==> config.mk <==
export PLATFORM = sky130hd
export DESIGN_NAME = shp3_cfg_regs
export DESIGN_NICKNAME = d
export VERILOG_FILES = /design/src/rtl/shp3_pkg.sv /design/src/rtl/shp3_cfg_regs.sv
export SDC_FILE = /design/constraint.sdc
export NUM_CORES = 1
export LEC_CHECK = 0
export BUFFER_PORTS_ARGS = -buffer_cell sky130_fd_sc_hd__buf_2
export CAP_MARGIN = 0
export CORE_MARGIN = 2
export CORE_UTILIZATION = 43
export CTS_BUF_LIST = sky130_fd_sc_hd__clkbuf_2
export DETAILED_ROUTE_END_ITERATION = 8
export GPL_TIMING_DRIVEN = 0
export HOLD_SLACK_MARGIN = 0.05
export PLACE_DENSITY = 0.81
export SYNTH_ARGS = -nofsm -noshare
export SYNTH_HDL_FRONTEND = slang
export SYNTH_SLANG_ARGS = --single-unit
==> constraint.sdc <==
create_clock -name i_clk -period 1.94 [get_ports i_clk]
set_clock_uncertainty 0.05 [all_clocks]
set_input_delay 0.388 -clock i_clk [delete_from_list [all_inputs] [get_ports i_clk]]
set_output_delay 0.388 -clock i_clk [all_outputs]
set_load 0.01 [all_outputs]
==> src/rtl/shp3_pkg.sv <==
// shp3_pkg: shared types and constants for the 3x3 sharpening filter
// item, result and queue record structs, register codes, kernel codes
// used by every module of the block; depends on nothing
package shp3_pkg;

    // line geometry
    localparam int MAX_LINE_BYTES = 4096;
    localparam int COL_W          = $clog2(MAX_LINE_BYTES);
    localparam int ROW_W          = 12;
    localparam int CFG_W          = 13;
    localparam int PIX_W          = 8;
    localparam int WORD_W         = 2 * PIX_W;

    // same-channel neighbour distance in bytes (three bytes per pixel)
    localparam int TAP_STRIDE     = 3;
    localparam int WIN_COLS       = 2 * TAP_STRIDE + 1;
    localparam int WIN_ROWS       = 3;

    // register limits and reset values
    localparam logic [CFG_W-1:0] LINE_BYTES_MIN = CFG_W'(9);
    localparam logic [CFG_W-1:0] LINE_BYTES_MAX = CFG_W'(MAX_LINE_BYTES);
    localparam logic [CFG_W-1:0] LINE_BYTES_RST = CFG_W'(1920);
    localparam logic [CFG_W-1:0] IMAGE_ROWS_MIN = CFG_W'(3);
    localparam logic [CFG_W-1:0] IMAGE_ROWS_MAX = CFG_W'(4096);
    localparam logic [CFG_W-1:0] IMAGE_ROWS_RST = CFG_W'(480);

    // register map: index is paddr[3:2]
    localparam int ADDR_W = 4;
    localparam logic [1:0] REG_LINE_BYTES  = 2'd0;
    localparam logic [1:0] REG_IMAGE_ROWS  = 2'd1;
    localparam logic [1:0] REG_KERNEL_MODE = 2'd2;

    // kernel codes; the unused code behaves as the all-neighbour kernel
    localparam logic [1:0] KERNEL_BASIC = 2'd0;
    localparam logic [1:0] KERNEL_CROSS = 2'd1;
    localparam logic [1:0] KERNEL_ALL   = 2'd2;

    // filter arithmetic
    localparam int TAP4_W = PIX_W + 2;
    localparam int SUM_W  = 13;
    localparam logic [PIX_W-1:0] PIX_MAX = '1;

    // result queue
    localparam int FIFO_DEPTH = 8;
    localparam int FIFO_PTR_W = $clog2(FIFO_DEPTH);
    localparam int FIFO_CNT_W = FIFO_PTR_W + 1;
    localparam logic [1:0] TRAIL_ZEROS = 2'd3;

    typedef struct packed {
        logic [PIX_W-1:0] pixel_byte;
        logic             frame_start;
    } t_in_item;

    typedef struct packed {
        logic [PIX_W-1:0] out_byte;
        logic             run_last;
    } t_out_item;

    typedef struct packed {
        logic [CFG_W-1:0] line_bytes;
        logic [CFG_W-1:0] image_rows;
        logic [1:0]       kernel_mode;
    } t_cfg;

    // per-item control decided when the byte enters
    typedef struct packed {
        logic emit_val;
        logic interior;
        logic trail;
    } t_item_ctl;

    // one queued record: an optional filtered byte and optionally three border zeros
    typedef struct packed {
        logic             has_val;
        logic [PIX_W-1:0] val;
        logic             trail;
    } t_rec;

endpackage

==> src/rtl/shp3_cfg_regs.sv <==
// shp3_cfg_regs: register file behind the APB-style configuration port
// saturates line_bytes and image_rows on write; depends on shp3_pkg
module shp3_cfg_regs (
    input  logic                        i_clk,
    input  logic                        i_rst_n,
    input  logic                        psel,
    input  logic                        penable,
    input  logic                        pwrite,
    input  logic [shp3_pkg::ADDR_W-1:0] paddr,
    input  logic [31:0]                 pwdata,
    output logic [31:0]                 prdata,
    output logic                        pready,
    output shp3_pkg::t_cfg              o_cfg
);

    shp3_pkg::t_cfg                 r_cfg;
    shp3_pkg::t_cfg                 n_cfg;
    logic [shp3_pkg::CFG_W-1:0]     wr_val;
    logic [1:0]                     reg_idx;
    logic                           wr_en;

    assign reg_idx = paddr[3:2];
    assign wr_en   = psel && penable && pwrite;
    assign wr_val  = pwdata[shp3_pkg::CFG_W-1:0];
    assign pready  = 1'b1;
    assign o_cfg   = r_cfg;

    // write decode with saturation
    always_comb begin
        n_cfg = r_cfg;
        if (wr_en) begin
            unique case (reg_idx)
                shp3_pkg::REG_LINE_BYTES: begin
                    if (wr_val < shp3_pkg::LINE_BYTES_MIN) begin
                        n_cfg.line_bytes = shp3_pkg::LINE_BYTES_MIN;
                    end else if (wr_val > shp3_pkg::LINE_BYTES_MAX) begin
                        n_cfg.line_bytes = shp3_pkg::LINE_BYTES_MAX;
                    end else begin
                        n_cfg.line_bytes = wr_val;
                    end
                end
                shp3_pkg::REG_IMAGE_ROWS: begin
                    if (wr_val < shp3_pkg::IMAGE_ROWS_MIN) begin
                        n_cfg.image_rows = shp3_pkg::IMAGE_ROWS_MIN;
                    end else if (wr_val > shp3_pkg::IMAGE_ROWS_MAX) begin
                        n_cfg.image_rows = shp3_pkg::IMAGE_ROWS_MAX;
                    end else begin
                        n_cfg.image_rows = wr_val;
                    end
                end
                shp3_pkg::REG_KERNEL_MODE: begin
                    n_cfg.kernel_mode = pwdata[1:0];
                end
                default: begin
                    n_cfg = r_cfg;
                end
            endcase
        end
    end

    always_ff @(posedge i_clk) begin
        if (!i_rst_n) begin
            r_cfg.line_bytes  <= shp3_pkg::LINE_BYTES_RST;
            r_cfg.image_rows  <= shp3_pkg::IMAGE_ROWS_RST;
            r_cfg.kernel_mode <= shp3_pkg::KERNEL_BASIC;
        end else begin
            r_cfg <= n_cfg;
        end
    end

    // read mux
    always_comb begin
        unique case (reg_idx)
            shp3_pkg::REG_LINE_BYTES:  prdata = 32'(r_cfg.line_bytes);
            shp3_pkg::REG_IMAGE_ROWS:  prdata = 32'(r_cfg.image_rows);
            shp3_pkg::REG_KERNEL_MODE: prdata = 32'(r_cfg.kernel_mode);
            default:                   prdata = '0;
        endcase
    end

endmodule

==> impl_metrics.py, run 1 <==
metrics = {
    "run_status": {
        "outcome": "finished, final reports clean",
    },
    "logic_synthesis": {
        "synth-simple-area-share_pct": 24.04,
        "synth.mux.area_fraction_pct": 9.585,
        "yosysWarnings": 0,
        "ys.flop_type": "dfxtp_1",
        "synth_top_family_by_area": "simple AND/OR/NAND/NOR gates",
        "synth_edf_count": 0,
        "synth_compound_area_share_pct": 15.73,
        "synth-seq-cells": 28,
        "synth_top_area_share_pct": 35.78,
        "yosysMostFrequentCell": "dfxtp_1",
        "synth_area_leaders": "dfxtp_1 (36%), buf_4 (9.6%), mux2i_1 (9.6%), nand2_1 (6.5%), a21oi_1 (5.4%)",
        "netlist_instances": 188,
        "netlist_top_cells_count": "dfxtp_1 (28), nand2_1 (27), buf_4 (20)",
        "syn_area_um2": 1567,
        "ys_seq_area_share_pct": 35.78,
        "synth_fa_ha_area_share_pct": 0,
        "synth_area_leader_cell": "dfxtp_1",
        "syn_avg_cell_area_um2": 8.332,
        "async_flop_share_pct": 0,
        "synth_xor_area_share_pct": 0,
        "synth.distinct_cells": 39,
    },
    "cts": {
        "cts_tree": "yes",
        "clk_latency_ns": 0.37,
        "cts_resized": 0,
        "cts-root-buf": "clkbuf_2",
        "post_cts_buffers": 0,
        "path_clk_slew_ns": 0.25,
        "clockBufferDepth": 2,
        "clock-sinks": 28,
        "ctsHtreeMaxLevel": 1,
        "hold_buffers": 0,
        "numCtsBuffers": 3,
    },
    "layout": {
        "diodes": 0,
        "drive_above_1_share_pct": 35.58,
        "n_fill_cell": 329,
        "area_growth_pct": 27.40,
        "multi_input_area_um2": 848.3,
        "nets": 309,
        "seqCellArea_um2": 560.5,
        "largest_reg_flops": 28,
        "finalNonFillerCells": 313,
    },
    "sta": {
        "min_period_over_period_pct": 88.03,
        "slew_violations": 0,
        "fmax_mhz": 585.6,
        "worst_pin_slew_ns": 0.7199,
        "whs_ns": 0.1975,
        "hold_viol": 0,
        "rsz0062_at_grt": "no",
        "maxSlewHeadroom_pct": 51.75,
        "setup_tns_ns": 0,
        "layout_min_cycle_time_ns": 1.708,
        "setup_viol": 0,
    },
    "drt": {
        "drt-pass1-iter-count": 4,
        "vias": 1552,
        "wl_per_cell_um": 13.18,
        "drtIter0Drc": 76,
        "route.detailed.drc": 0,
        "drtAntennaViolNets": 0,
        "via_per_inst": 4.958,
        "totalWireLength_um": 4126,
    },
    "setup_path": {
        "reg2regPathDepth": 1,
        "reg2reg_to": "o_cfg[23]$_SDFFE_PN1P_",
        "crit_path_end_kind": "output pin",
        "worstPathRequired_ns": 1.50,
        "cpPeakStageDelay_ns": 0.32,
        "cp_max_fo": 10,
        "crit_chain": "buf_6 -> buf_2 -> mux2i_1 -> nor2_1 -> buf_2",
        "arrival_ns": 1.27,
        "crit_type": "input pin to output pin",
        "cp_common_cell": "buf_2",
        "cpMaxStageDelayCell": "buf_2",
        "timing.rr.start": "o_cfg[23]$_SDFFE_PN1P_",
        "start_kind": "input pin",
        "r2r_setup_slack_ns": 1.10,
    },
    "die": {
        "start_util_pct": 45.86,
        "ioPinCount": 102,
        "die_w_um": 64.36,
        "die_area_um2": 4142,
        "fp.coreArea_um2": 3416,
        "die_height_um": 64.36,
        "rows": 21,
    },
    "pwr": {
        "power_density_nw_per_um2": 502.5,
        "power_leakage_nw": 0.9445,
        "ir_drop_mv": 0.2341,
        "finalPower_w": 0.001003,
    },
    "grt": {
        "antenna_found_initial": 0,
        "gr-total-overflow": 0,
        "grt_pass1_wl_um": 6672,
        "track_usage_pct": 20.55,
        "grt_start_max_net_pins": 16,
        "grt_pass1_vias": 1432,
    },
    "min_path": {
        "worstHoldStart": "pwdata[8]",
        "hold_depth": 3,
        "hold_path_end": "o_cfg[10]$_SDFFE_PN1P_",
        "hp-class": "input pin to register",
    },
    "placed_design": {
        "place_congestion": 0.8671,
        "dp_hpwl_um": 3102,
        "dp_cells": 309,
        "port_buffers": 57,
    },
    "flow_run": {
        "drv_cap": 0,
    },
}
-- through the flow --
step	utilization (%)	setup slack [ns]	cell area [µm²]
5_1_grt	58.42	0.1165	1996
2_1_floorplan	-	0.4062	1634
6_report	58.42	0.2323	1996
3_5_place_dp	57.88	0.1333	1977
4_1_cts	58.42	0.2139	1996
3_3_place_gp	57.88	0.1407	1977
-- cells by family (layout without fill, tap and decap cells) --
family	count (synthesis)	in the layout
AO/OA/AOI/OAI	39	39
buffers and inverters	33	94
flip-flops	28	28
multiplexers	15	15
other	2	20
AND/OR/NAND/NOR	71	71
-- metal layers --
layer / global-route usage (%) / part of all wire [%] / vias to the layer above
met5: 0 / 0 / -
met4: 8.777 / 1.8 / 0
met3: 4.401 / 6.6 / 8
met2: 34.90 / 48 / 63
met1: 24.92 / 43 / 709
li1: - / - / 772
-- where the power goes --
part	internal, W	total [W]	switching, W	leakage (nW)
Clock	0.0000448	0.000216	0.000171	0.0140
Combinational	0.0000839	0.000196	0.000112	0.704
Sequential	0.000585	0.000591	0.00000600	0.226
-- critical path, delay by kind of cell --
family / cells / cell delay, ns
buffers and inverters: 3 / 0.59
AND/OR/NAND/NOR: 1 / 0.05
multiplexers: 1 / 0.23
-- worst max-delay path by stage --
stage	start	slack, ns	depth (start not counted)	to
after global routing	paddr[2]	0.12	5	prdata[4]
final	paddr[2]	0.23	5	prdata[6]
after detailed placement	pwrite	0.13	5	o_cfg[18]$_SDFFE_PN0P_
after floorplan	paddr[3]	0.41	4	o_cfg[23]$_SDFFE_PN1P_
after global placement	pwrite	0.14	5	o_cfg[15]$_SDFFE_PN0P_
after CTS	paddr[2]	0.21	5	prdata[3]
-- cell type report --
class                           count  share of cell area, %
Multi-Input combinational cell    145                  42.51
Sequential cell                    28                  28.09
Timing Repair Buffer               57                  14.29
Buffer                             31                  10.91
Tap cell                           46                  2.884
Clock buffer                        3                 0.7524
Inverter                            2                 0.3762
Clock inverter                      1                 0.1881
-- cell usage in the layout (no fill, tap or decap), drive strengths merged --
cell type / count
nand2: 27
or2: 1
nand4: 1
nor3b: 2
nor4: 2
o311ai: 1
or3b: 1
o21bai: 2
nor2b: 5
nor2: 13
a21oi: 18
o221a: 2
or3: 2
nand2b: 1
buf: 83
o31ai: 1
o21ai: 8
inv: 2
a221o: 3
clkinv: 1
nor3: 2
mux2i: 15
nand3: 11
and3: 1
clkbuf: 8
nand3b: 2
a31oi: 2
a31o: 1
dfxtp: 28
a211oi: 1
conb: 20
No activity file was read; power rests on OpenSTA's default activity.
==> run 2, diff against run 1 <==
--- a/config.mk
+++ b/config.mk
@@ -13,6 +13,7 @@
 export DETAILED_ROUTE_END_ITERATION = 8
 export GPL_TIMING_DRIVEN = 0
 export HOLD_SLACK_MARGIN = 0.05
+export MAX_ROUTING_LAYER = met4
 export PLACE_DENSITY = 0.81
 export SYNTH_ARGS = -nofsm -noshare
 export SYNTH_HDL_FRONTEND = slang
==> run 2 against run 1 <==
  * First-iteration DRC count up 13%
  * Clock power hardly changed
  * Maximum frequency is essentially flat
  * Critical path depth unchanged
  * Sequential cell count did not move
  * Total power hardly changed
  * Design area is the same
  * Via count increased by 0.97%
  * Critical path type unchanged
==> impl_metrics.py, run 2 (synthesis gave the netlist of run 1 again) <==
metrics = {
    "cts": {
        "cts_resized": 0,
        "cts_tree": "yes",
        "clock-sinks": 28,
        "post_cts_buffers": 0,
        "clockBufferDepth": 2,
        "hold_buffers": 0,
        "cts-root-buf": "clkbuf_2",
        "path_clk_slew_ns": 0.25,
        "ctsHtreeMaxLevel": 1,
        "clk_latency_ns": 0.37,
        "numCtsBuffers": 3,
    },
    "layout": {
        "stdcell_area_um2": 1996,
        "layout_common_cells": "buf_2 (60), dfxtp_1 (28), nand2_1 (27)",
        "diodes": 0,
        "final_util_pct": 58.42,
        "area_growth_pct": 27.40,
        "largest_reg_flops": 28,
        "nets": 309,
        "n_fill_cell": 329,
        "multi_input_area_um2": 848.3,
        "final_common_cell": "buf_2",
        "drive_above_1_share_pct": 35.58,
        "seqCellArea_um2": 560.5,
        "finalNonFillerCells": 313,
    },
    "min_path": {
        "hold_depth": 3,
        "hold_path_end": "o_cfg[10]$_SDFFE_PN1P_",
        "hp-class": "input pin to register",
        "worstHoldStart": "pwdata[8]",
    },
    "drt": {
        "wl_per_cell_um": 13.13,
        "route.detailed.drc": 0,
        "drt-pass1-iter-count": 4,
        "vias": 1567,
        "via_per_inst": 5.006,
        "drtAntennaViolNets": 0,
        "drtIter0Drc": 86,
        "totalWireLength_um": 4111,
    },
    "pwr": {
        "power_leakage_nw": 0.9445,
        "power_density_nw_per_um2": 502.7,
        "finalPower_w": 0.001003,
        "ir_drop_mv": 0.2349,
    },
    "grt": {
        "track_usage_pct": 21.11,
        "gr-total-overflow": 0,
        "grt_pass1_wl_um": 6672,
        "antenna_found_initial": 0,
        "grt_pass1_vias": 1430,
        "grt_start_max_net_pins": 16,
    },
    "setup_path": {
        "cp_max_fo": 10,
        "r2r_setup_slack_ns": 1.10,
        "start_kind": "input pin",
        "timing.rr.start": "o_cfg[23]$_SDFFE_PN1P_",
        "arrival_ns": 1.27,
        "reg2reg_to": "o_cfg[23]$_SDFFE_PN1P_",
        "crit_type": "input pin to output pin",
        "worstPathRequired_ns": 1.50,
        "crit_path_end_kind": "output pin",
        "reg2regPathDepth": 1,
    },
    "placed_design": {
        "place_congestion": 0.8812,
        "dpl_cell_area_um2": 1977,
        "port_buffers": 57,
        "dp_cells": 309,
        "dp_hpwl_um": 3102,
    },
    "die": {
        "fp.coreArea_um2": 3416,
        "rows": 21,
        "die_w_um": 64.36,
        "ioPinCount": 102,
        "die_height_um": 64.36,
        "die_area_um2": 4142,
        "start_util_pct": 45.86,
    },
    "sta": {
        "rsz0062_at_grt": "no",
        "maxSlewHeadroom_pct": 52.00,
        "min_period_over_period_pct": 88.07,
        "setup_tns_ns": 0,
        "hold_viol": 0,
        "setup_viol": 0,
        "layout_min_cycle_time_ns": 1.709,
        "slew_violations": 0,
        "fmax_mhz": 585.3,
        "worst_pin_slew_ns": 0.7169,
    },
    "flow_run": {
        "drv_cap": 0,
    },
    "run_status": {
        "outcome": "finished, final reports clean",
    },
}
[run 2: routing by layer]
layer | vias to the layer above | wire length (µm) | track usage, %
met5 | - | 0 | -
met4 | 0 | 73 | 8.777
met3 | 8 | 336 | 4.049
met2 | 78 | 2006 | 34.90
met1 | 709 | 1695 | 25.13
li1 | 772 | - | -
[run 2: how the worst max path moves through the flow]
| stage | startpoint | to | cells past startpoint |
|---|---|---|---|
| after floorplan | paddr[3] | o_cfg[23]$_SDFFE_PN1P_ | 4 |
| after global placement | pwrite | o_cfg[15]$_SDFFE_PN0P_ | 5 |
| after detailed placement | pwrite | o_cfg[18]$_SDFFE_PN0P_ | 5 |
| after CTS | paddr[2] | prdata[3] | 5 |
| after global routing | paddr[2] | prdata[4] | 5 |
| final | paddr[2] | prdata[6] | 5 |
[run 2: cell type report]
class	count	share of cell area (%)
Clock buffer	3	0.7524
Inverter	2	0.3762
Clock inverter	1	0.1881
Sequential cell	28	28.09
Timing Repair Buffer	57	14.29
Tap cell	46	2.884
Buffer	31	10.91
Multi-Input combinational cell	145	42.51
[run 2: report_power, final]
part / internal [W] / switching (W) / total, W
Sequential: 0.000585 / 0.00000611 / 0.000591
Clock: 0.0000447 / 0.000172 / 0.000217
Combinational: 0.0000839 / 0.000111 / 0.000195
[run 2: metrics by stage]
step	setup slack (ns)	hold slack [ns]
finish	0.2314	0.1913
global route	0.1165	0.1831
CTS	0.2139	0.1868
detailed placement	0.1333	0.4123
global placement	0.1407	0.4056
floorplan	0.4062	0.4375
[run 2: critical path, cell delays in order]
cell     delay [ns]
buf_6          0.12
buf_2          0.32
mux2i_1        0.23
nor2_1         0.05
buf_2          0.15
