<file path="config.mk">
export PLATFORM = sky130hd
export DESIGN_NAME = shp3_out_queue
export DESIGN_NICKNAME = d
export VERILOG_FILES = /design/src/rtl/shp3_pkg.sv /design/src/rtl/shp3_out_queue.sv
export SDC_FILE = /design/constraint.sdc
export NUM_CORES = 1
export LEC_CHECK = 0
export BUFFER_PORTS_ARGS = -buffer_cell sky130_fd_sc_hd__buf_2
export CORE_MARGIN = 5
export CORE_UTILIZATION = 35
export CTS_CLUSTER_DIAMETER = 100
export DETAILED_ROUTE_END_ITERATION = 10
export GPL_TIMING_DRIVEN = 0
export PLACE_DENSITY = 0.48
export SYNTH_ARGS = -nofsm -noshare
export SYNTH_HDL_FRONTEND = slang
export SYNTH_SLANG_ARGS = --single-unit
export TNS_END_PERCENT = 5
</file>
<file path="constraint.sdc">
create_clock -name i_clk -period 3.7 [get_ports i_clk]
set_clock_uncertainty 0.2 [all_clocks]
set_input_delay 0 -clock i_clk [delete_from_list [all_inputs] [get_ports i_clk]]
set_output_delay 0 -clock i_clk [all_outputs]
set_load 0.02 [all_outputs]
</file>
<file path="src/rtl/shp3_pkg.sv">
// shp3_pkg: shared types and constants for the 3x3 sharpening filter
// item, result and queue record structs, register codes, kernel codes
// used by every module of the block; depends on nothing
package shp3_pkg;

    // line geometry
    localparam int MAX_LINE_BYTES = 4096;
    localparam int COL_W          = $clog2(MAX_LINE_BYTES);
    localparam int ROW_W          = 12;
    localparam int CFG_W          = 13;
    localparam int PIX_W          = 8;
    localparam int WORD_W         = 2 * PIX_W;

    // same-channel neighbour distance in bytes (three bytes per pixel)
    localparam int TAP_STRIDE     = 3;
    localparam int WIN_COLS       = 2 * TAP_STRIDE + 1;
    localparam int WIN_ROWS       = 3;

    // register limits and reset values
    localparam logic [CFG_W-1:0] LINE_BYTES_MIN = CFG_W'(9);
    localparam logic [CFG_W-1:0] LINE_BYTES_MAX = CFG_W'(MAX_LINE_BYTES);
    localparam logic [CFG_W-1:0] LINE_BYTES_RST = CFG_W'(1920);
    localparam logic [CFG_W-1:0] IMAGE_ROWS_MIN = CFG_W'(3);
    localparam logic [CFG_W-1:0] IMAGE_ROWS_MAX = CFG_W'(4096);
    localparam logic [CFG_W-1:0] IMAGE_ROWS_RST = CFG_W'(480);

    // register map: index is paddr[3:2]
    localparam int ADDR_W = 4;
    localparam logic [1:0] REG_LINE_BYTES  = 2'd0;
    localparam logic [1:0] REG_IMAGE_ROWS  = 2'd1;
    localparam logic [1:0] REG_KERNEL_MODE = 2'd2;

    // kernel codes; the unused code behaves as the all-neighbour kernel
    localparam logic [1:0] KERNEL_BASIC = 2'd0;
    localparam logic [1:0] KERNEL_CROSS = 2'd1;
    localparam logic [1:0] KERNEL_ALL   = 2'd2;

    // filter arithmetic
    localparam int TAP4_W = PIX_W + 2;
    localparam int SUM_W  = 13;
    localparam logic [PIX_W-1:0] PIX_MAX = '1;

    // result queue
    localparam int FIFO_DEPTH = 8;
    localparam int FIFO_PTR_W = $clog2(FIFO_DEPTH);
    localparam int FIFO_CNT_W = FIFO_PTR_W + 1;
    localparam logic [1:0] TRAIL_ZEROS = 2'd3;

    typedef struct packed {
        logic [PIX_W-1:0] pixel_byte;
        logic             frame_start;
    } t_in_item;

    typedef struct packed {
        logic [PIX_W-1:0] out_byte;
        logic             run_last;
    } t_out_item;

    typedef struct packed {
        logic [CFG_W-1:0] line_bytes;
        logic [CFG_W-1:0] image_rows;
        logic [1:0]       kernel_mode;
    } t_cfg;

    // per-item control decided when the byte enters
    typedef struct packed {
        logic emit_val;
        logic interior;
        logic trail;
    } t_item_ctl;

    // one queued record: an optional filtered byte and optionally three border zeros
    typedef struct packed {
        logic             has_val;
        logic [PIX_W-1:0] val;
        logic             trail;
    } t_rec;

endpackage

</file>
<file path="src/rtl/shp3_out_queue.sv">
// shp3_out_queue: record queue and result emitter on the output channel
// expands a record into its byte plus optional three border zeros, or into the zeros alone; depends on shp3_pkg
module shp3_out_queue (
    input  logic                             i_clk,
    input  logic                             i_rst_n,
    input  logic                             i_push,
    input  shp3_pkg::t_rec                   i_rec,
    input  logic                             i_out_ready,
    output logic                             o_out_valid,
    output shp3_pkg::t_out_item              o_out_data,
    output logic [shp3_pkg::FIFO_CNT_W-1:0]  o_count
);

    shp3_pkg::t_rec r_fifo [shp3_pkg::FIFO_DEPTH];

    logic [shp3_pkg::FIFO_PTR_W-1:0] r_wr_ptr, n_wr_ptr;
    logic [shp3_pkg::FIFO_PTR_W-1:0] r_rd_ptr, n_rd_ptr;
    logic [shp3_pkg::FIFO_CNT_W-1:0] r_count, n_count;
    logic                            r_out_valid, n_out_valid;
    shp3_pkg::t_out_item             r_out_data, n_out_data;
    logic [1:0]                      r_trail_left, n_trail_left;
    logic                            adv;
    logic                            pop;
    shp3_pkg::t_rec                  head;

    assign head = r_fifo[r_rd_ptr];
    assign adv  = !r_out_valid || i_out_ready;
    assign pop  = adv && (r_trail_left == 2'd0) && (r_count != '0);

    // queue storage
    always_ff @(posedge i_clk) begin
        if (i_push) begin
            r_fifo[r_wr_ptr] <= i_rec;
        end
    end

    // queue pointers
    always_comb begin
        n_wr_ptr = i_push ? r_wr_ptr + 1'b1 : r_wr_ptr;
        n_rd_ptr = pop ? r_rd_ptr + 1'b1 : r_rd_ptr;
        case ({i_push, pop})
            2'b10:   n_count = r_count + 1'b1;
            2'b01:   n_count = r_count - 1'b1;
            default: n_count = r_count;
        endcase
    end

    // emitter: record byte first, then the trailing border zeros
    always_comb begin
        n_out_valid  = r_out_valid;
        n_out_data   = r_out_data;
        n_trail_left = r_trail_left;
        if (adv) begin
            if (r_trail_left != 2'd0) begin
                n_out_valid         = 1'b1;
                n_out_data.out_byte = '0;
                n_out_data.run_last = (r_trail_left == 2'd1);
                n_trail_left        = r_trail_left - 1'b1;
            end else if (pop) begin
                n_out_valid = 1'b1;
                if (head.has_val) begin
                    n_out_data.out_byte = head.val;
                    n_out_data.run_last = !head.trail;
                    n_trail_left        = head.trail ? shp3_pkg::TRAIL_ZEROS : 2'd0;
                end else begin
                    n_out_data.out_byte = '0;
                    n_out_data.run_last = 1'b0;
                    n_trail_left        = shp3_pkg::TRAIL_ZEROS - 1'b1;
                end
            end else begin
                n_out_valid = 1'b0;
            end
        end
    end

    always_ff @(posedge i_clk) begin
        r_out_data <= n_out_data;
    end

    always_ff @(posedge i_clk) begin
        if (!i_rst_n) begin
            r_wr_ptr     <= '0;
            r_rd_ptr     <= '0;
            r_count      <= '0;
            r_out_valid  <= 1'b0;
            r_trail_left <= 2'd0;
        end else begin
            r_wr_ptr     <= n_wr_ptr;
            r_rd_ptr     <= n_rd_ptr;
            r_count      <= n_count;
            r_out_valid  <= n_out_valid;
            r_trail_left <= n_trail_left;
        end
    end

    assign o_out_valid = r_out_valid;
    assign o_out_data  = r_out_data;
    assign o_count     = r_count;

endmodule

</file>
==> results of run 1 <==
==> critical path, delay by kind of cell, from the launching register on <==
family	cells	cell delay, ns
AOI/OAI and AO/OA	2	0.27
xor gates and xnor gates	2	0.25
and+or+nand+nor	3	1.09
adders and majority gates	2	0.46
DFF	1	0.38
buffers and inverters	1	0.17
==> placed cells by master (no fill, tap or decap), drive strengths merged, types with 2 or more instances in the layout <==
master and count:
nor2 25, xnor2 2, nand3 2, buf 35, ha 5, edfxtp 89, nand2b 7, nand2 7
xor2 5, nor3 2, nand3b 2, and3 2, a21oi 4, dlygate4sd3 13, mux2 2, mux2i 16
nand4b 2, dfxtp 16, nand4 2, clkbuf 13, mux4 18, inv 5
==> power groups by stage <==
stage | logic, mW | clock network [mW] | registers [mW]
6_report | 0.921 | 0.930 | 1.52
2_1_floorplan | 0.584 | 0 | 1.63
3_3_place_gp | 0.913 | 0 | 1.55
5_1_grt | 1.02 | 1.02 | 1.54
3_5_place_dp | 0.918 | 0 | 1.55
4_1_cts | 0.940 | 0.957 | 1.52
==> how the worst min path moves through the flow <==
stage / startpoint / endpoint / slack [ns] / cells after the start
final: i_out_ready / r_trail_left[0]$_SDFFE_PN0P_ / 0.06 / 4
after global routing: i_out_ready / r_trail_left[0]$_SDFFE_PN0P_ / 0.12 / 4
after CTS: i_out_ready / r_trail_left[0]$_SDFFE_PN0P_ / 0.05 / 4
after detailed placement: i_rec[3] / r_fifo[3][3]$_DFFE_PP_ / 0.08 / 1
after global placement: i_rec[4] / r_fifo[2][4]$_DFFE_PP_ / 0.07 / 1
after floorplan: i_rec[0] / r_fifo[0][0]$_DFFE_PP_ / -0.10 / 0
==> area by class of cell <==
| type | instances | area, sq um | share of cell area (%) |
|---|---|---|---|
| Timing Repair Buffer | 42 | 288 | 5.92 |
| Multi-Input combinational cell | 114 | 1060 | 21.9 |
| Inverter | 3 | 11.3 | 0.232 |
| Buffer | 8 | 40.0 | 0.824 |
| Sequential cell | 105 | 2990 | 61.6 |
| Clock buffer | 11 | 233 | 4.79 |
| Tap cell | 143 | 179 | 3.68 |
| Clock inverter | 4 | 52.6 | 1.08 |
==> state kept, by name, summed over array words and instances (netlist names), named ones only <==
name and flops:
r_fifo 80, o_out_data 9, o_count 4, r_rd_ptr 3
r_wr_ptr 3, r_trail_left 2, o_out_valid 1
==> layer usage <==
metal	vias to the layer above	routed length, um
met5	-	0
met4	0	97
met3	9	257
met2	29	3360
met1	987	3560
li1	1002	-
==> per-stage QoR <==
| step | std cells | total power, mW | util (%) | hold slack [ns] | setup WS [ns] |
|---|---|---|---|---|---|
| 4_1_cts | 430 | 3.42 | 42.4 | 0.0478 | 0.784 |
| 6_report | 430 | 3.37 | 42.4 | 0.0569 | 0.788 |
| 5_1_grt | 430 | 3.58 | 42.4 | 0.120 | 0.613 |
| 3_5_place_dp | 402 | 2.47 | 38.7 | 0.0808 | 0.805 |
| 2_1_floorplan | 230 | 2.22 | - | -0.101 | 0.926 |
| 3_3_place_gp | 400 | 2.46 | 38.5 | 0.0742 | 0.811 |
==> cell families (layout without fill, tap and decap cells) <==
| group | count (synthesis) | in the layout |
|---|---|---|
| buffers and inverters | 11 | 68 |
| flip-flops | 105 | 105 |
| XOR/XNOR | 7 | 7 |
| AO/OA/AOI/OAI | 12 | 12 |
| AND/OR/NAND/NOR | 54 | 54 |
| adder cells (fa/ha/maj) | 5 | 5 |
| multiplexers | 36 | 36 |
==> timing repair <==
action                    CTS  global route
hold endpoints to repair   88             0
buffers inserted            0             0
gates resized for setup     0             0
hold buffers               13             0
==> metrics.yaml, run 1 <==
outcome: "finished clean"
p_int_mw: 2.38
synthSimpleGateAreaFrac_pct: 6.38
synth_edf_count: 89
synth_flop_cell: "edfxtp_1"
syn_area_sq_um: 4100
finalNetCount: 302
dieArea_sq_um: 14000
crit_slowest_cell: "or4_1"
use_met1_pct: 15.7
worstHoldPathType: "in -> reg"
grt_usage_pct: 11.2
synth_compound_area_share_pct: 1.92
drtAntennaViolNets: 0
min_period_ns: 2.91
fill_cells: 1035
p_comb_share_pct: 27.3
clk_pin_slew_ns: 0.07
endpoint: "o_count[2]$_SDFFE_PN0P_"
tritoncts: "yes"
grt_max_degree: 17
yosysTopAreaCellShare_pct: 65.2
ios: 28
ys_warn_count: 0
fin_crit_sh_pct: 78.7
worstSetupStartpoint: "o_count[0]$_SDFFE_PN0P_"
yosysSeqAreaShare_pct: 73.1
postLayoutCellArea_sq_um: 4860
path_max_fanout: 7
first_global_vias: 2041
synthTopCellsByCount: "edfxtp_1, nor2_1, mux4_2, dfxtp_1, mux2i_1"
max-cap-violations: 0
postSynthCellCount: 230
viasPerCell: 4.71
cts_buffers: 9
reg2reg_depth: 10
synth_top_family_by_area: "multiplexers"
num_vias: 2027
initial_core_util_pct: 35.7
max_stage_delay_ns: 0.61
synth-adder-area-share_pct: 1.53
synth.area.top_cells: "edfxtp_1, mux4_2, dfxtp_1, mux2i_1, nor2_1"
grt_overflow: 0
grt_busiest_layer: "met2"
power.density_nw_per_um2: 694
drt-total-wl_mm: 7.27
drive_above_1_share_pct: 23.7
p_switching_mw: 0.992
switching_share_pct: 29.4
crit_chain: "or4_1 -> and3_1 -> clkbuf_1 -> ha_1 -> xor2_1 -> ha_1 -> a21oi_1 -> xor2_1 -> or3_1 -> a21oi_1"
crit_path_end_kind: "flop"
rows: 39
start_kind: "flop"
area_delta_synth_final_pct: 18.6
worst_ep_arrival_time_ns: 2.98
ctsRootBufferMaster: "clkbuf_16"
clock_power_share_pct: 27.6
final_max_slew_viol_count: 0
fp.dieW_um: 118
worstSkewPairLatency_ns: 0.34
antenna_found_initial: 0
dpl_cell_area_sq_um: 4440
drt_iter0_drc: 127
worstMarginPinSlew_ns: 1.15
critical_path_required_ns: 3.77
synth_mux_area_share_pct: 14.4
drc_errors: 0
dp_hpwl_mm: 4.81
final-hold-violation-count: 0
rsz0062_at_grt: "false"
met3_usage_pct: 3.87
core-area_sq_um: 11500
r2r-end: "o_count[2]$_SDFFE_PN0P_"
wire_per_inst_um: 16.9
async_flop_share_pct: 0
tns_ns: 0
clock_path_buffers: 2
drt_pass1_iterations: 4
p_seq_share_pct: 45.1
worstSetupPathType: "reg -> reg"
die_h_um: 118
peakVddDrop_mv: 0.367
place_congestion: 0.733
grt_use_met2_pct: 16.2
setup_viol: 0
leakagePower_nw: 1.67
io_buffer_count: 27
ys_types: 34
n_antenna_cell: 0
ys_seq_elements: 105
synth_largest_area_cell: "edfxtp_1"
cts_sinks: 105
cts.htree.levels: 3
grt_pass1_wl_mm: 11.7
r2r_setup_slack_ns: 0.79
timing.rr.start: "o_count[0]$_SDFFE_PN0P_"
synthXorXnorAreaFrac_pct: 1.50
syn_area_per_cell_sq_um: 17.8
clock.fmax_ghz: 0.343
synth_fp_nets: 249
yosys.cell_count.top_type: "edfxtp_1"
max_slew_margin_pct: 23.0
Power figures use the tool's default switching activity.
==> run 2, diff against run 1 <==
- clock period: 3.7 -> 3 ns (I/O delays scaled with it)
==> run 2 against run 1 <==
Die area stayed put. Largest power group unchanged. First-iteration DRC count down 14%. Register-to-register slack worse by 0.59 ns. Cell count stayed put.
==> metrics.yaml, run 2 (synthesis results as in run 1) <==
final-hold-violation-count: 0
layout_common_cells: "edfxtp_1, buf_2, nor2_1"
grt_max_degree: 17
p_int_mw: 2.95
max_stage_delay_ns: 0.57
tns_ns: 0
ctsRootBufferMaster: "clkbuf_16"
worstSkewPairLatency_ns: 0.34
p_switching_mw: 1.22
worstHoldPathCells: 4
clk_pin_slew_ns: 0.07
cts_buffers: 9
worstSetupPathType: "reg -> reg"
fin_crit_sh_pct: 93.3
hold_path_end: "r_trail_left[0]$_SDFFE_PN0P_"
max_slew_margin_pct: 24.8
reg2reg_depth: 10
switching_share_pct: 29.4
timing.rr.start: "o_count[0]$_SDFFE_PN0P_"
antenna_found_initial: 0
min_period_ns: 2.80
io_buffer_count: 27
outcome: "finished clean"
worstMarginPinSlew_ns: 1.12
r2r-end: "o_count[2]$_SDFFE_PN0P_"
drt_iter0_drc: 109
grt_use_met2_pct: 16.2
top_register: "r_fifo"
setup_viol: 0
cp_top_family: "simple AND/OR/NAND/NOR gates"
leakagePower_nw: 1.67
drtAntennaViolNets: 0
clock.fmax_ghz: 0.357
tritoncts: "yes"
area_delta_synth_final_pct: 18.8
core-area_sq_um: 11500
rows: 39
n_antenna_cell: 0
die_h_um: 118
path_max_fanout: 7
dieArea_sq_um: 14000
fp.dieW_um: 118
drc_errors: 0
r2r_setup_slack_ns: 0.20
clock_path_buffers: 2
dp_hpwl_mm: 4.81
grt_usage_pct: 11.2
finalNetCount: 302
critical_path_required_ns: 3.07
clock_power_share_pct: 27.5
crit_chain: "or4_4 -> and3_1 -> clkbuf_1 -> ha_2 -> xor2_1 -> ha_1 -> a21oi_1 -> xor2_1 -> or3_1 -> a21oi_1"
ios: 28
p_comb_share_pct: 27.6
p_seq_share_pct: 45.0
num_vias: 2029
grt_busiest_layer: "met2"
place_congestion: 0.733
first_global_vias: 2041
use_met1_pct: 15.7
peakVddDrop_mv: 0.453
hold_slack_ns: 0.0590
cts.htree.levels: 3
drt_pass1_iterations: 4
met3_usage_pct: 3.87
cts_sinks: 105
min_from: "i_out_ready"
start_kind: "flop"
initial_core_util_pct: 35.7
rsz0062_at_grt: "false"
worstHoldPathType: "in -> reg"
wire_per_inst_um: 16.9
worst_ep_arrival_time_ns: 2.87
drt-total-wl_mm: 7.27
largest_reg_flops: 80
viasPerCell: 4.72
final_max_slew_viol_count: 0
path_buf_inv: 1
layout_commonest_cell: "edfxtp_1"
crit_path_end_kind: "flop"
max-cap-violations: 0
drive_above_1_share_pct: 24.4
crit_slowest_cell: "or4_4"
power.density_nw_per_um2: 858
grt_pass1_wl_mm: 11.7
grt_overflow: 0
==> run 2: how the worst max path moves through the flow <==
| stage | start | end | slack [ns] | cells after the start |
|---|---|---|---|---|
| floorplan | o_count[0]$_SDFFE_PN0P_ | o_count[2]$_SDFFE_PN0P_ | 0.23 | 10 |
| global placement | o_count[0]$_SDFFE_PN0P_ | o_count[2]$_SDFFE_PN0P_ | 0.11 | 10 |
| detailed placement | o_count[0]$_SDFFE_PN0P_ | o_count[2]$_SDFFE_PN0P_ | 0.11 | 10 |
| CTS | o_count[0]$_SDFFE_PN0P_ | o_count[2]$_SDFFE_PN0P_ | 0.08 | 10 |
| global route | o_count[0]$_SDFFE_PN0P_ | o_count[2]$_SDFFE_PN0P_ | 0.04 | 10 |
| finish | o_count[0]$_SDFFE_PN0P_ | o_count[2]$_SDFFE_PN0P_ | 0.20 | 10 |
==> run 2: power groups by stage <==
stage                     registers, mW  clock network [mW]  logic, mW
after global placement             1.91                   0       1.13
after CTS                          1.88                1.18       1.16
final                              1.88                1.15       1.15
after floorplan                    2.02                   0      0.721
after detailed placement           1.91                   0       1.13
after global routing               1.90                1.25       1.28
==> run 2: tightest hold or removal path, cell delays in order <==
cell and delay, ns:
buf_2 0.07, nand2b_1 0.22, mux2_2 0.19, o22ai_1 0.06
==> run 2: repair_timing <==
| item | CTS | global route |
|---|---|---|
| endpoints found under the setup margin | 0 | 1 |
| hold buffers | 13 | 0 |
| resized for setup | 0 | 2 |
| buffers inserted | 0 | 0 |
| hold endpoints to repair | 88 | 0 |
==> run 2: final cells by class <==
class	instances	area (sq um)
Clock buffer	11	233
Buffer	8	40.0
Fill cell	1036	6600
Tap cell	143	179
Sequential cell	105	2990
Timing Repair Buffer	42	288
Multi-Input combinational cell	114	1070
Inverter	3	11.3
Clock inverter	4	52.6
==> run 2: per-stage QoR <==
step                      util (%)  instances  instance area, sq um  setup WS, ns  power, mW
final                         42.4        430                  4860         0.200       4.17
after global routing          42.4        430                  4860        0.0356       4.43
after CTS                     42.4        430                  4860        0.0841       4.22
after detailed placement      38.7        402                  4440         0.105       3.04
after global placement        38.5        400                  4410         0.111       3.03
after floorplan                  -        230                  4100         0.226       2.74
==> run 2: routing by layer <==
layer | routed length (um) | up-vias
li1 | - | 1002
met1 | 3560 | 983
met2 | 3340 | 35
met3 | 269 | 9
met4 | 100 | 0
met5 | 0 | -
==> run 3, diff against run 2 <==
- BUFFER_PORTS_ARGS: -buffer_cell sky130_fd_sc_hd__buf_2 -> unset
- DONT_BUFFER_PORTS: unset -> 1
- PLACE_DENSITY: 0.48 -> 0.57
==> run 3 against run 2 <==
Sequential share of layout area increased by 0.92 points. Critical endpoint unchanged. Critical path type unchanged. Core utilization decreased by 0.59 points. Die area unchanged. Register-to-register slack got worse by 0.05 ns. Global-route usage increased by 0.083 points. Design area decreased by 1.4%. Via count decreased by 0.25%. Sequential power increased by 7%.
==> metrics.yaml, run 3 (synthesis results as in run 1) <==
outcome: "finished clean"
first_global_vias: 2049
wire_per_inst_um: 17.8
grt_pass1_wl_mm: 11.8
layout_commonest_cell: "edfxtp_1"
tritoncts: "yes"
clock_path_buffers: 2
drt_iter0_drc: 152
final-hold-violation-count: 0
ctsRootBufferMaster: "clkbuf_16"
setup_viol: 0
antenna_found_initial: 0
max_slew_margin_pct: 24.8
rows: 39
layout_common_cells: "edfxtp_1, nor2_1, mux4_2"
dpl_cell_area_sq_um: 4310
drt-total-wl_mm: 7.20
path_max_fanout: 5
num_vias: 2024
cts_buffers: 9
core-area_sq_um: 11500
peakVddDrop_mv: 0.619
die_h_um: 118
drive_above_1_share_pct: 17.6
final_max_slew_viol_count: 0
grt_overflow: 0
fin_util_pct: 41.8
n_antenna_cell: 0
dp_hpwl_mm: 4.68
max_stage_delay_ns: 0.59
power.density_nw_per_um2: 892
crit_slowest_cell: "or4_4"
crit_path_end_kind: "flop"
clk_pin_slew_ns: 0.07
clock.fmax_ghz: 0.350
grt_busiest_layer: "met2"
area_delta_synth_final_pct: 17.1
grt_use_met2_pct: 16.5
worstHoldPathType: "in -> reg"
fp.dieW_um: 118
worst_ep_arrival_time_ns: 2.93
drt_pass1_iterations: 4
critical_path_required_ns: 3.07
dieArea_sq_um: 14000
fin_crit_sh_pct: 95.1
viasPerCell: 5.00
use_met1_pct: 15.3
top_register: "r_fifo"
finalNetCount: 276
largest_reg_flops: 80
timing.final.ws_setup_ns: 0.147
min_period_ns: 2.85
grt_max_degree: 18
initial_core_util_pct: 35.7
drc_errors: 0
path_buf_inv: 1
io_buffer_count: 0
tns_ns: 0
drtAntennaViolNets: 0
place_congestion: 0.714
grt_usage_pct: 11.2
ios: 28
met3_usage_pct: 3.44
leakagePower_nw: 1.58
worstMarginPinSlew_ns: 1.12
crit_chain: "or4_4 -> and3_1 -> clkbuf_1 -> ha_2 -> xor2_1 -> ha_1 -> a21oi_1 -> xor2_1 -> or3_1 -> a21oi_1"
cp_top_family: "simple AND/OR/NAND/NOR gates"
cts.htree.levels: 3
place_ws_ns: -0.00189
worstSetupPathType: "reg -> reg"
postLayoutCellArea_sq_um: 4800
dpl.cell_count: 375
start_kind: "flop"
fill_cells: 994
cts_sinks: 105
worstSkewPairLatency_ns: 0.34
fin_cells: 405
max-cap-violations: 0
## run 3: cell types whose count changed in the layout (fill, tap and decap cells not counted)
cell / delta
clkinv_1: +1
buf_2: -27
bufinv_16: +2
clkbuf_1: -1
dfxtp_2: +2
dfxtp_1: -2
dlygate4sd3_1: +1
clkinv_2: -1
## run 3: final timing paths
path	startpoint	endpoint	slack, ns	cells after the start
setup / recovery	o_count[3]$_SDFFE_PN0P_	o_count[2]$_SDFFE_PN0P_	0.15	10
hold / removal	i_rec[2]	r_fifo[0][2]$_DFFE_PP_	0.28	1
setup reg to reg	o_count[3]$_SDFFE_PN0P_	o_count[2]$_SDFFE_PN0P_	0.15	10
hold reg to reg	r_rd_ptr[2]$_SDFFE_PN0P_	r_rd_ptr[2]$_SDFFE_PN0P_	0.33	2
## run 3: metrics by stage
stage               hold slack, ns  total power [mW]
finish                       0.281              4.28
global route                 0.290              4.53
CTS                          0.276              4.33
detailed placement          -0.101              2.95
global placement            -0.101              2.93
floorplan                   -0.101              2.74
## run 3: metal layers
layer / wire, um / share of wire [%]
met4: 122 / 1.7
met2: 3470 / 48
met5: 0 / 0
met3: 211 / 2.9
met1: 3400 / 47
## run 3: power breakdown
part | total [mW] | switching, mW | internal, mW
registers | 2.01 | 0.205 | 1.81
clock network | 1.32 | 0.502 | 0.819
logic | 0.946 | 0.507 | 0.440
## run 3: final cells by class
cell class	instances	area, sq um	area share [%]
repair buffers	16	163	3.39
multi-input cells	114	1070	22.3
clock inverters	6	111	2.32
flip-flops and latches	105	3000	62.4
plain buffers	8	40.0	0.835
inverters	3	11.3	0.235
well taps	143	179	3.73
clock buffers	10	229	4.77
## run 3: what timing repair did
action / in CTS / in global routing
endpoints found under the setup margin: 1 / 1
gates resized for setup: 1 / 3
buffers inserted: 0 / 0
endpoints found under the hold margin: 110 / 0
gates cloned: 0 / 0
hold buffers: 14 / 0
pin swaps: 0 / 0
## run 3: worst reg2reg max path, stage by stage (launching register included)
cell,delay (ns)
dfxtp_1,0.39
or4_4,0.60
and3_1,0.16
clkbuf_1,0.19
ha_2,0.25
xor2_1,0.15
ha_1,0.18
a21oi_1,0.14
xor2_1,0.09
or3_1,0.30
a21oi_1,0.13
